**src/cbmr_pkg.sv**
```systemverilog
// shared types and constants for the cartridge bank mapper with clock
// no dependencies
`default_nettype none

package cbmr_pkg;

  // input opcodes
  localparam logic [1:0] OP_READ  = 2'd0;
  localparam logic [1:0] OP_WRITE = 2'd1;
  localparam logic [1:0] OP_TICK  = 2'd2;

  // result targets
  localparam logic [2:0] TGT_NONE     = 3'd0;
  localparam logic [2:0] TGT_ROM_RD   = 3'd1;
  localparam logic [2:0] TGT_RAM_RD   = 3'd2;
  localparam logic [2:0] TGT_RAM_WR   = 3'd3;
  localparam logic [2:0] TGT_DATA     = 3'd4;

  // configuration register indexes
  localparam logic [1:0] CFG_ROM_BANK_COUNT = 2'd0;
  localparam logic [1:0] CFG_RAM_BANK_COUNT = 2'd1;

  // clock register select codes
  localparam logic [3:0] RTC_SEC  = 4'h8;
  localparam logic [3:0] RTC_MIN  = 4'h9;
  localparam logic [3:0] RTC_HOUR = 4'hA;
  localparam logic [3:0] RTC_DAYL = 4'hB;
  localparam logic [3:0] RTC_DAYH = 4'hC;

  localparam int unsigned ROM_BANKS_MAX  = 128;
  localparam int unsigned RAM_BANK_BYTES = 8192;

  localparam logic [7:0] SECS_PER_MIN  = 8'd60;
  localparam logic [7:0] HOURS_PER_DAY = 8'd24;
  localparam logic [7:0] OPEN_BUS      = 8'hFF;

  // request to the shared remainder unit
  typedef struct packed {
    logic       start;
    logic [7:0] dividend;
    logic [7:0] divisor;
  } rem_req_t;

endpackage

`default_nettype wire

```
**src/cartridge_bank_mapper_rtc.sv**
```systemverilog
// cartridge bank controller with real-time clock, top level
// depends on cbmr_pkg and cbmr_rem
`default_nettype none

// usage
//   input channel: opcode_i / address_i / write_value_i under in_valid_i and
//   in_stall_o; a request is taken when valid is high and stall is low
//   output channel: target_o / rom_address_o / ram_address_o / data_o under
//   out_valid_o and out_stall_i; exactly one result per request
//   config channel: cfg_valid_i / cfg_ready_o with cfg_index_i and cfg_data_i;
//   index 0 is the rom bank count, index 1 the ram bank count, others ignored;
//   write only while the block is idle
// timing
//   reads, ticks and plain writes go from accept straight to the commit state
//   a rom bank write, and a seconds, minutes or hours write, runs the shared
//   remainder unit for 8 steps before the commit state
//   one request is in flight at a time; a finished result waits in the output
//   register while the next request is taken
// stall
//   while the receiver stalls, the result holds and the sequencer waits in its
//   commit state, so no state update or result is lost
// reset
//   asynchronous active low; rom bank 1, ram selected, clock at zero and
//   running, counts 2 and 0, output empty

module cartridge_bank_mapper_rtc (
  input  wire logic        clk_i,
  input  wire logic        rst_ni,
  // input requests
  input  wire logic        in_valid_i,
  output logic             in_stall_o,
  input  wire logic [1:0]  opcode_i,
  input  wire logic [15:0] address_i,
  input  wire logic [7:0]  write_value_i,
  // results
  output logic             out_valid_o,
  input  wire logic        out_stall_i,
  output logic [2:0]       target_o,
  output logic [20:0]      rom_address_o,
  output logic [14:0]      ram_address_o,
  output logic [7:0]       data_o,
  // configuration
  input  wire logic        cfg_valid_i,
  output logic             cfg_ready_o,
  input  wire logic [1:0]  cfg_index_i,
  input  wire logic [7:0]  cfg_data_i
);
  import cbmr_pkg::*;

  localparam logic [1:0] ST_IDLE   = 2'd0;
  localparam logic [1:0] ST_MOD    = 2'd1;
  localparam logic [1:0] ST_COMMIT = 2'd2;

  localparam logic [7:0] BANKS_MAX = 8'(ROM_BANKS_MAX);
  localparam int unsigned RAM_OFS_W = $clog2(RAM_BANK_BYTES);

  logic [1:0] state_q, state_d;

  // captured request
  logic [1:0]  op_q;
  logic [15:0] addr_q;
  logic [7:0]  val_q;

  // configuration
  logic [7:0] rom_cnt_q;
  logic [4:0] ram_cnt_q;

  // mapper state
  logic [6:0] rom_bank_q, rom_bank_d;
  logic [1:0] ram_bank_q, ram_bank_d;
  logic       ram_sel_q, ram_sel_d;
  logic       clk_sel_q, clk_sel_d;
  logic [3:0] clk_reg_q, clk_reg_d;
  logic       ram_en_q, ram_en_d;
  logic [7:0] latch_last_q, latch_last_d;

  // live clock
  logic [5:0] sec_q, sec_d;
  logic [5:0] min_q, min_d;
  logic [4:0] hour_q, hour_d;
  logic [8:0] day_q, day_d;
  logic       halt_q, halt_d;
  logic       carry_q, carry_d;
  logic [27:0] latched_q, latched_d;

  // output register
  logic        out_valid_q, out_valid_d;
  logic [2:0]  tgt_q, tgt_d;
  logic [20:0] rom_addr_q, rom_addr_d;
  logic [14:0] ram_addr_q, ram_addr_d;
  logic [7:0]  data_q, data_d;

  rem_req_t   rem_req;
  logic       rem_done;
  logic [7:0] rem_val;

  logic       accept;
  logic       out_free;
  logic       need_mod;
  logic       in_rom_sel, in_ram_area;
  logic [7:0] bank_cnt;
  logic [6:0] bank_req;

  logic       ram_area;
  logic       ram_ok;
  logic [7:0] clk_byte;
  logic [6:0] sec_inc;
  logic [6:0] min_inc;
  logic [5:0] hour_inc;
  logic [9:0] day_inc;

  cbmr_rem u_rem (
    .clk_i  (clk_i),
    .rst_ni (rst_ni),
    .req_i  (rem_req),
    .done_o (rem_done),
    .rem_o  (rem_val)
  );

  assign in_stall_o  = (state_q != ST_IDLE);
  assign accept      = in_valid_i && !in_stall_o;
  assign out_free    = !out_valid_q || !out_stall_i;
  assign cfg_ready_o = 1'b1;

  // decide at accept whether the remainder unit is needed
  always_comb begin
    in_rom_sel  = (address_i >= 16'h2000) && (address_i < 16'h4000);
    in_ram_area = (address_i >= 16'hA000) && (address_i < 16'hC000);
    // out of range counts fall back to the largest bank count
    if ((rom_cnt_q == 8'd0) || (rom_cnt_q > BANKS_MAX)) begin
      bank_cnt = BANKS_MAX;
    end else begin
      bank_cnt = rom_cnt_q;
    end
    bank_req = write_value_i[6:0];
    if (bank_req == 7'd0) begin
      bank_req = 7'd1;
    end
    need_mod = 1'b0;
    rem_req  = '0;
    if (opcode_i == OP_WRITE) begin
      if (in_rom_sel) begin
        need_mod         = 1'b1;
        rem_req.dividend = {1'b0, bank_req};
        rem_req.divisor  = bank_cnt;
      end else if (in_ram_area && ram_en_q && clk_sel_q &&
                   ((clk_reg_q == RTC_SEC) || (clk_reg_q == RTC_MIN) ||
                    (clk_reg_q == RTC_HOUR))) begin
        need_mod         = 1'b1;
        rem_req.dividend = write_value_i;
        rem_req.divisor  = (clk_reg_q == RTC_HOUR) ? HOURS_PER_DAY : SECS_PER_MIN;
      end
    end
    rem_req.start = accept && need_mod;
  end

  // sequencer
  always_comb begin
    state_d = state_q;
    case (state_q)
      ST_IDLE: begin
        if (accept) begin
          state_d = need_mod ? ST_MOD : ST_COMMIT;
        end
      end
      ST_MOD: begin
        if (rem_done) begin
          state_d = ST_COMMIT;
        end
      end
      ST_COMMIT: begin
        if (out_free) begin
          state_d = ST_IDLE;
        end
      end
      default: state_d = ST_IDLE;
    endcase
  end

  // latched clock byte for the selected register
  always_comb begin
    case (clk_reg_q)
      RTC_SEC:  clk_byte = {2'b00, latched_q[5:0]};
      RTC_MIN:  clk_byte = {2'b00, latched_q[11:6]};
      RTC_HOUR: clk_byte = {3'b000, latched_q[16:12]};
      RTC_DAYL: clk_byte = latched_q[24:17];
      RTC_DAYH: clk_byte = {latched_q[27], latched_q[26], 5'b00000, latched_q[25]};
      default:  clk_byte = OPEN_BUS;
    endcase
  end

  // execute the captured request in the commit state
  always_comb begin
    rom_bank_d   = rom_bank_q;
    ram_bank_d   = ram_bank_q;
    ram_sel_d    = ram_sel_q;
    clk_sel_d    = clk_sel_q;
    clk_reg_d    = clk_reg_q;
    ram_en_d     = ram_en_q;
    latch_last_d = latch_last_q;
    sec_d        = sec_q;
    min_d        = min_q;
    hour_d       = hour_q;
    day_d        = day_q;
    halt_d       = halt_q;
    carry_d      = carry_q;
    latched_d    = latched_q;

    out_valid_d = out_valid_q && out_stall_i;
    tgt_d       = tgt_q;
    rom_addr_d  = rom_addr_q;
    ram_addr_d  = ram_addr_q;
    data_d      = data_q;

    ram_area = (addr_q >= 16'hA000) && (addr_q < 16'hC000);
    ram_ok   = ram_sel_q && ({3'b000, ram_bank_q} < ram_cnt_q);
    sec_inc  = {1'b0, sec_q} + 7'd1;
    min_inc  = {1'b0, min_q};
    hour_inc = {1'b0, hour_q};
    day_inc  = {1'b0, day_q};

    if ((state_q == ST_COMMIT) && out_free) begin
      out_valid_d = 1'b1;
      tgt_d       = TGT_NONE;
      rom_addr_d  = '0;
      ram_addr_d  = '0;
      data_d      = '0;
      case (op_q)
        OP_READ: begin
          if (addr_q < 16'h4000) begin
            tgt_d      = TGT_ROM_RD;
            rom_addr_d = {7'd0, addr_q[13:0]};
          end else if (addr_q < 16'h8000) begin
            tgt_d      = TGT_ROM_RD;
            rom_addr_d = {rom_bank_q, addr_q[13:0]};
          end else if (ram_area) begin
            tgt_d  = TGT_DATA;
            data_d = OPEN_BUS;
            if (ram_en_q) begin
              if (clk_sel_q) begin
                data_d = clk_byte;
              end else if (ram_ok) begin
                tgt_d      = TGT_RAM_RD;
                data_d     = '0;
                ram_addr_d = {ram_bank_q, addr_q[RAM_OFS_W-1:0]};
              end
            end
          end else begin
            tgt_d  = TGT_DATA;
            data_d = OPEN_BUS;
          end
        end
        OP_WRITE: begin
          if (addr_q < 16'h2000) begin
            ram_en_d = (val_q[3:0] == 4'hA);
          end else if (addr_q < 16'h4000) begin
            rom_bank_d = rem_val[6:0];
          end else if (addr_q < 16'h6000) begin
            if (val_q <= 8'h03) begin
              ram_bank_d = val_q[1:0];
              clk_sel_d  = 1'b0;
              ram_sel_d  = 1'b1;
            end else if ((val_q >= 8'h08) && (val_q <= 8'h0C)) begin
              clk_sel_d = 1'b1;
              ram_sel_d = 1'b0;
              clk_reg_d = val_q[3:0];
            end
          end else if (addr_q < 16'h8000) begin
            // latch on a zero then one sequence
            if ((latch_last_q == 8'd0) && (val_q == 8'd1)) begin
              latched_d = {carry_q, halt_q, day_q, hour_q, min_q, sec_q};
            end
            latch_last_d = val_q;
          end else if (ram_area && ram_en_q) begin
            if (clk_sel_q) begin
              case (clk_reg_q)
                RTC_SEC:  sec_d  = rem_val[5:0];
                RTC_MIN:  min_d  = rem_val[5:0];
                RTC_HOUR: hour_d = rem_val[4:0];
                RTC_DAYL: day_d  = {day_q[8], val_q};
                RTC_DAYH: begin
                  day_d   = {val_q[0], day_q[7:0]};
                  halt_d  = val_q[6];
                  carry_d = val_q[7];
                end
                default: ;
              endcase
            end else if (ram_ok) begin
              tgt_d      = TGT_RAM_WR;
              data_d     = val_q;
              ram_addr_d = {ram_bank_q, addr_q[RAM_OFS_W-1:0]};
            end
          end
        end
        OP_TICK: begin
          // a halted clock loses the tick
          if (!halt_q) begin
            if (sec_inc >= 7'(SECS_PER_MIN)) begin
              sec_inc = '0;
              min_inc = min_inc + 7'd1;
            end
            if (min_inc >= 7'(SECS_PER_MIN)) begin
              min_inc  = '0;
              hour_inc = hour_inc + 6'd1;
            end
            if (hour_inc >= 6'(HOURS_PER_DAY)) begin
              hour_inc = '0;
              day_inc  = day_inc + 10'd1;
              if (day_inc[9]) begin
                carry_d = 1'b1;
              end
            end
            sec_d  = sec_inc[5:0];
            min_d  = min_inc[5:0];
            hour_d = hour_inc[4:0];
            day_d  = day_inc[8:0];
          end
        end
        default: ;
      endcase
    end
  end

  always_ff @(posedge clk_i or negedge rst_ni) begin
    if (!rst_ni) begin
      state_q      <= ST_IDLE;
      rom_cnt_q    <= 8'd2;
      ram_cnt_q    <= 5'd0;
      rom_bank_q   <= 7'd1;
      ram_bank_q   <= 2'd0;
      ram_sel_q    <= 1'b1;
      clk_sel_q    <= 1'b0;
      clk_reg_q    <= 4'd0;
      ram_en_q     <= 1'b0;
      latch_last_q <= 8'd0;
      sec_q        <= 6'd0;
      min_q        <= 6'd0;
      hour_q       <= 5'd0;
      day_q        <= 9'd0;
      halt_q       <= 1'b0;
      carry_q      <= 1'b0;
      latched_q    <= 28'd0;
      out_valid_q  <= 1'b0;
    end else begin
      state_q      <= state_d;
      rom_bank_q   <= rom_bank_d;
      ram_bank_q   <= ram_bank_d;
      ram_sel_q    <= ram_sel_d;
      clk_sel_q    <= clk_sel_d;
      clk_reg_q    <= clk_reg_d;
      ram_en_q     <= ram_en_d;
      latch_last_q <= latch_last_d;
      sec_q        <= sec_d;
      min_q        <= min_d;
      hour_q       <= hour_d;
      day_q        <= day_d;
      halt_q       <= halt_d;
      carry_q      <= carry_d;
      latched_q    <= latched_d;
      out_valid_q  <= out_valid_d;
      if (cfg_valid_i) begin
        if (cfg_index_i == CFG_ROM_BANK_COUNT) begin
          rom_cnt_q <= cfg_data_i;
        end else if (cfg_index_i == CFG_RAM_BANK_COUNT) begin
          ram_cnt_q <= cfg_data_i[4:0];
        end
      end
    end
  end

  // payload registers
  always_ff @(posedge clk_i) begin
    if (accept) begin
      op_q   <= opcode_i;
      addr_q <= address_i;
      val_q  <= write_value_i;
    end
    tgt_q      <= tgt_d;
    rom_addr_q <= rom_addr_d;
    ram_addr_q <= ram_addr_d;
    data_q     <= data_d;
  end

  assign out_valid_o   = out_valid_q;
  assign target_o      = tgt_q;
  assign rom_address_o = rom_addr_q;
  assign ram_address_o = ram_addr_q;
  assign data_o        = data_q;

endmodule

`default_nettype wire

```
**src/cbmr_rem.sv**
```systemverilog
// shared iterative remainder unit, one restoring step per cycle
// depends on cbmr_pkg
`default_nettype none

module cbmr_rem (
  input  wire logic             clk_i,
  input  wire logic             rst_ni,
  input  wire cbmr_pkg::rem_req_t req_i,
  output logic                  done_o,
  output logic [7:0]            rem_o
);
  import cbmr_pkg::*;

  logic       busy_q, busy_d;
  logic       done_q, done_d;
  logic [2:0] cnt_q, cnt_d;
  logic [7:0] dvd_q, dvd_d;
  logic [7:0] div_q, div_d;
  logic [7:0] rem_q, rem_d;
  logic [8:0] trial;

  // divisor is at least 1 and the remainder stays below it
  always_comb begin
    busy_d = busy_q;
    done_d = 1'b0;
    cnt_d  = cnt_q;
    dvd_d  = dvd_q;
    div_d  = div_q;
    rem_d  = rem_q;
    trial  = {rem_q, dvd_q[7]};
    if (req_i.start) begin
      busy_d = 1'b1;
      cnt_d  = 3'd0;
      dvd_d  = req_i.dividend;
      div_d  = req_i.divisor;
      rem_d  = 8'd0;
    end else if (busy_q) begin
      if (trial >= {1'b0, div_q}) begin
        rem_d = 8'(trial - {1'b0, div_q});
      end else begin
        rem_d = trial[7:0];
      end
      dvd_d = {dvd_q[6:0], 1'b0};
      cnt_d = cnt_q + 3'd1;
      if (cnt_q == 3'd7) begin
        busy_d = 1'b0;
        done_d = 1'b1;
      end
    end
  end

  always_ff @(posedge clk_i or negedge rst_ni) begin
    if (!rst_ni) begin
      busy_q <= 1'b0;
      done_q <= 1'b0;
      cnt_q  <= 3'd0;
    end else begin
      busy_q <= busy_d;
      done_q <= done_d;
      cnt_q  <= cnt_d;
    end
  end

  always_ff @(posedge clk_i) begin
    dvd_q <= dvd_d;
    div_q <= div_d;
    rem_q <= rem_d;
  end

  assign done_o = done_q;
  assign rem_o  = rem_q;

endmodule

`default_nettype wire
```
**config.mk**
```make
export PLATFORM = sky130hd
export DESIGN_NAME = cartridge_bank_mapper_rtc
export DESIGN_NICKNAME = d
export VERILOG_FILES = /design/src/cbmr_pkg.sv /design/src/cartridge_bank_mapper_rtc.sv /design/src/cbmr_rem.sv
export SDC_FILE = /design/constraint.sdc
export NUM_CORES = 1
export LEC_CHECK = 0
export ABC_AREA = 1
export BUFFER_PORTS_ARGS = -buffer_cell sky130_fd_sc_hd__buf_2
export CORE_MARGIN = 2
export CORE_UTILIZATION = 50
export DETAILED_ROUTE_END_ITERATION = 10
export PLACE_DENSITY = 0.72
export SETUP_SLACK_MARGIN = 0.05
export SLEW_MARGIN = 10
export SYNTH_ARGS = -nofsm -noshare
export SYNTH_HDL_FRONTEND = slang
export SYNTH_SLANG_ARGS = --single-unit
```
**constraint.sdc**
```tcl
create_clock -name clk_i -period 9.9 [get_ports clk_i]
set_input_delay 1.98 -clock clk_i [delete_from_list [all_inputs] [get_ports clk_i]]
set_output_delay 1.98 -clock clk_i [all_outputs]
set_load 0.005 [all_outputs]
```
==> flow_summary.json <==
{
  "status": "finished, final reports clean",
  "cts_buffer_depth": 2,
  "power.density_mw_per_mm2": 265,
  "synthDistinctLibCells": 55,
  "fin_area_mm2": 0.0106,
  "routed_wl_um": 21300,
  "drc": 0,
  "tightestPinTransition_ns": 0.955,
  "worst_ir_drop_vdd_mv": 0.145,
  "ys_seq_area_share_pct": 57.6,
  "synthesis.area_mm2": 0.00931,
  "antenna_found_initial": 0,
  "drtPass1Iterations": 5,
  "avgSynthCellArea_um2": 9.40,
  "grtUsageTotal_pct": 22.8,
  "worstSetupEndpointType": "flop",
  "cts-root-buf": "clkbuf_16",
  "finalSetupTns_ns": 0,
  "synthCells": 990,
  "fmax_ghz": 0.250,
  "gp_congestion": 0.956,
  "num_vias": 7076,
  "grt_first_pass_wirelength_um": 35300,
  "drv_cap": 0,
  "setup_viol": 0,
  "rr_startpoint": "u_rem.div_q[1]",
  "overflow": 0,
  "portBuffers": 89,
  "fp.coreArea_mm2": 0.0181,
  "dp_hpwl_um": 14800,
  "leakagePower_nw": 4.78,
  "crit_fanout": 52,
  "drive_above_1_share_pct": 16.5,
  "synth-async-reset-ratio_pct": 51.0,
  "rsz0062_at_grt": "no",
  "startpoint_type": "input port",
  "clkTransAtPathRegs_ns": 0.08,
  "htree_levels": 4,
  "cts_inserted_buffers": 17,
  "period_minus_slack_ns": 4.00,
  "die_h_um": 140,
  "slew_headroom_pct": 36.3,
  "ant_nets": 0,
  "synthFlopType": "dfrtp_1",
  "die_w_um": 140,
  "crit_start": "out_stall_i",
  "n_antenna_cell": 0,
  "crit_path_end": "sec_q[4]",
  "period_share_pct": 40.4,
  "post-cts-setup-buffers": 0,
  "cts_resized": 0,
  "ctsHoldBuffers": 0,
  "grt_pass1_vias": 6814,
  "die_area_mm2": 0.0197,
  "clk_latency_ns": 0.45,
  "final_util_pct": 58.6,
  "worstSetupPathType": "in2reg",
  "synth_edf_count": 89,
  "hold_viol_final": 0,
  "fin_skew_ns": 0.0133,
  "cts_tree": "yes",
  "place_area_mm2": 0.00998,
  "nNetsFinal": 1137,
  "worstPathRequired_ns": 10.23,
  "drtIter0Drc": 772,
  "holdCritPathClass": "reg2reg",
  "final.setup.worst_slack_ns": 5.90,
  "reg2reg_to": "u_rem.rem_o[3]",
  "reg2reg_setup_slack_ns": 6.95,
  "reg2regPathDepth": 16,
  "grt_max_degree": 72,
  "ys_warn_count": 0,
  "avgViaCountPerCell": 5.35,
  "cts.sinks": 198,
  "area_growth_pct": 13.9,
  "post-place-ws_ns": 5.48,
  "synth_seq_cells": 198,
  "fill_cells": 1507,
  "syn-num-nets": 1047,
  "arrival_ns": 4.33,
  "initial_core_util_pct": 51.5,
  "io_pins": 91,
  "wl_per_cell_um": 16.1,
  "drv_slew": 0,
  "rows": 49
}
worst max-delay path, stage by stage:
cell and delay, ns:
buf_2 0.09, nand2_1 0.08, inv_1 0.07, nor3_4 0.10, buf_4 0.57, o221ai_1 0.33, nor3b_1 0.53, inv_1 0.25
a211oi_1 0.23, a21oi_1 0.06
per-layer routing:
layer	global-route usage (%)	routed length, µm	vias up
met3	3.52	1200	31
li1	-	-	3461
met4	7.44	345	0
met2	36.5	9900	244
met5	0	0	-
met1	32.1	9840	3340
metrics by stage:
step / hold WS [ns] / power [mW] / std cells
6_report: 0.485 / 2.81 / 1322
5_1_grt: 0.508 / 2.98 / 1322
4_1_cts: 0.488 / 2.81 / 1322
3_5_place_dp: 0.469 / 2.09 / 1290
3_3_place_gp: 0.464 / 2.07 / 1290
2_1_floorplan: 0.445 / 1.83 / 990
how the worst min path moves through the flow:
| stage | from | endpoint | slack (ns) | cells after the start |
|---|---|---|---|---|
| 6_report | latched_q[14] | latched_q[14] | 0.49 | 2 |
| 5_1_grt | ram_cnt_q[0] | ram_cnt_q[0] | 0.51 | 2 |
| 4_1_cts | clk_reg_q[3] | clk_reg_q[3] | 0.49 | 2 |
| 3_5_place_dp | clk_reg_q[3] | clk_reg_q[3] | 0.47 | 2 |
| 3_3_place_gp | clk_reg_q[3] | clk_reg_q[3] | 0.46 | 2 |
| 2_1_floorplan | u_rem.rem_o[7] | u_rem.rem_o[7] | 0.44 | 2 |
registers in the layout, indices dropped and copies added (netlist names), 3 cells and up:
signal	cells
latched_q	28
rom_address_o	21
addr_q	16
ram_address_o	15
day_q	9
data_o	8
latch_last_q	8
rom_cnt_q	8
u_rem.div_q	8
u_rem.dvd_q	8
u_rem.rem_o	8
val_q	8
rom_bank_q	7
min_q	6
sec_q	6
hour_q	5
ram_cnt_q	5
clk_reg_q	4
target_o	3
u_rem.cnt_q	3
cells in the final DEF (no fill, tap or decap), types with 4 or more instances in the layout:
master and count:
nand2_1 193, inv_1 139, nor2_1 111, dfrtp_1 98, o21ai_0 97, edfxtp_1 89, buf_2 88, nand3_1 36
a21oi_1 21, nor3_1 17, clkbuf_16 17, ha_1 15, nand4_1 13, a22oi_1 13, nand2_2 12, xor2_1 12
o21ai_2 8, dfxtp_1 8, nor4_1 7, inv_8 7, a31oi_1 6, nand2_4 5, mux2_2 5, o21a_1 5
buf_4 5, inv_2 4, o211ai_1 4, o22ai_1 4
kinds of logic (layout without fill, tap and decap cells):
kind of cell / after synthesis / in the layout / synth area share, %
AOI/OAI and AO/OA: 178 / 178 / 11.5
adders and majority gates: 16 / 16 / 2.23
muxes: 5 / 5 / 0.605
other: 1 / 1 / 0.0403
and+or+nand+nor: 412 / 412 / 19.8
buffers and inverters: 165 / 268 / 6.83
xor gates and xnor gates: 15 / 15 / 1.41
DFF: 198 / 198 / 57.6
cell type report:
type                            instances  area (µm²)  area share, %
Sequential cell                       198        5360           50.6
Inverter                              143         537           5.06
Tap cell                              229         287           2.70
Clock buffer                           17         425           4.01
Clock inverter                         15         195           1.84
Timing Repair Buffer                   93         478           4.51
Multi-Input combinational cell        627        3320           31.3
cells in the mapped netlist, types with 13 or more instances:
cell type	number	area share [%]
a21oi_1	21	1.1
a22oi_1	13	1.0
clkbuf_1	16	0.65
dfrtp_1	98	26
edfxtp_1	89	29
ha_1	15	2.0
inv_1	139	5.6
nand2_1	193	7.8
nand3_1	36	1.9
nand4_1	13	0.87
nor2_1	112	4.5
nor3_1	17	0.91
o21ai_0	97	5.2
where the power goes:
group / switching [mW] / leakage, nW / internal [mW]
clock network: 0.354 / 0.303 / 0.369
logic: 0.556 / 2.28 / 0.301
registers: 0.130 / 2.20 / 1.10
(Power assumes the default switching activity.)
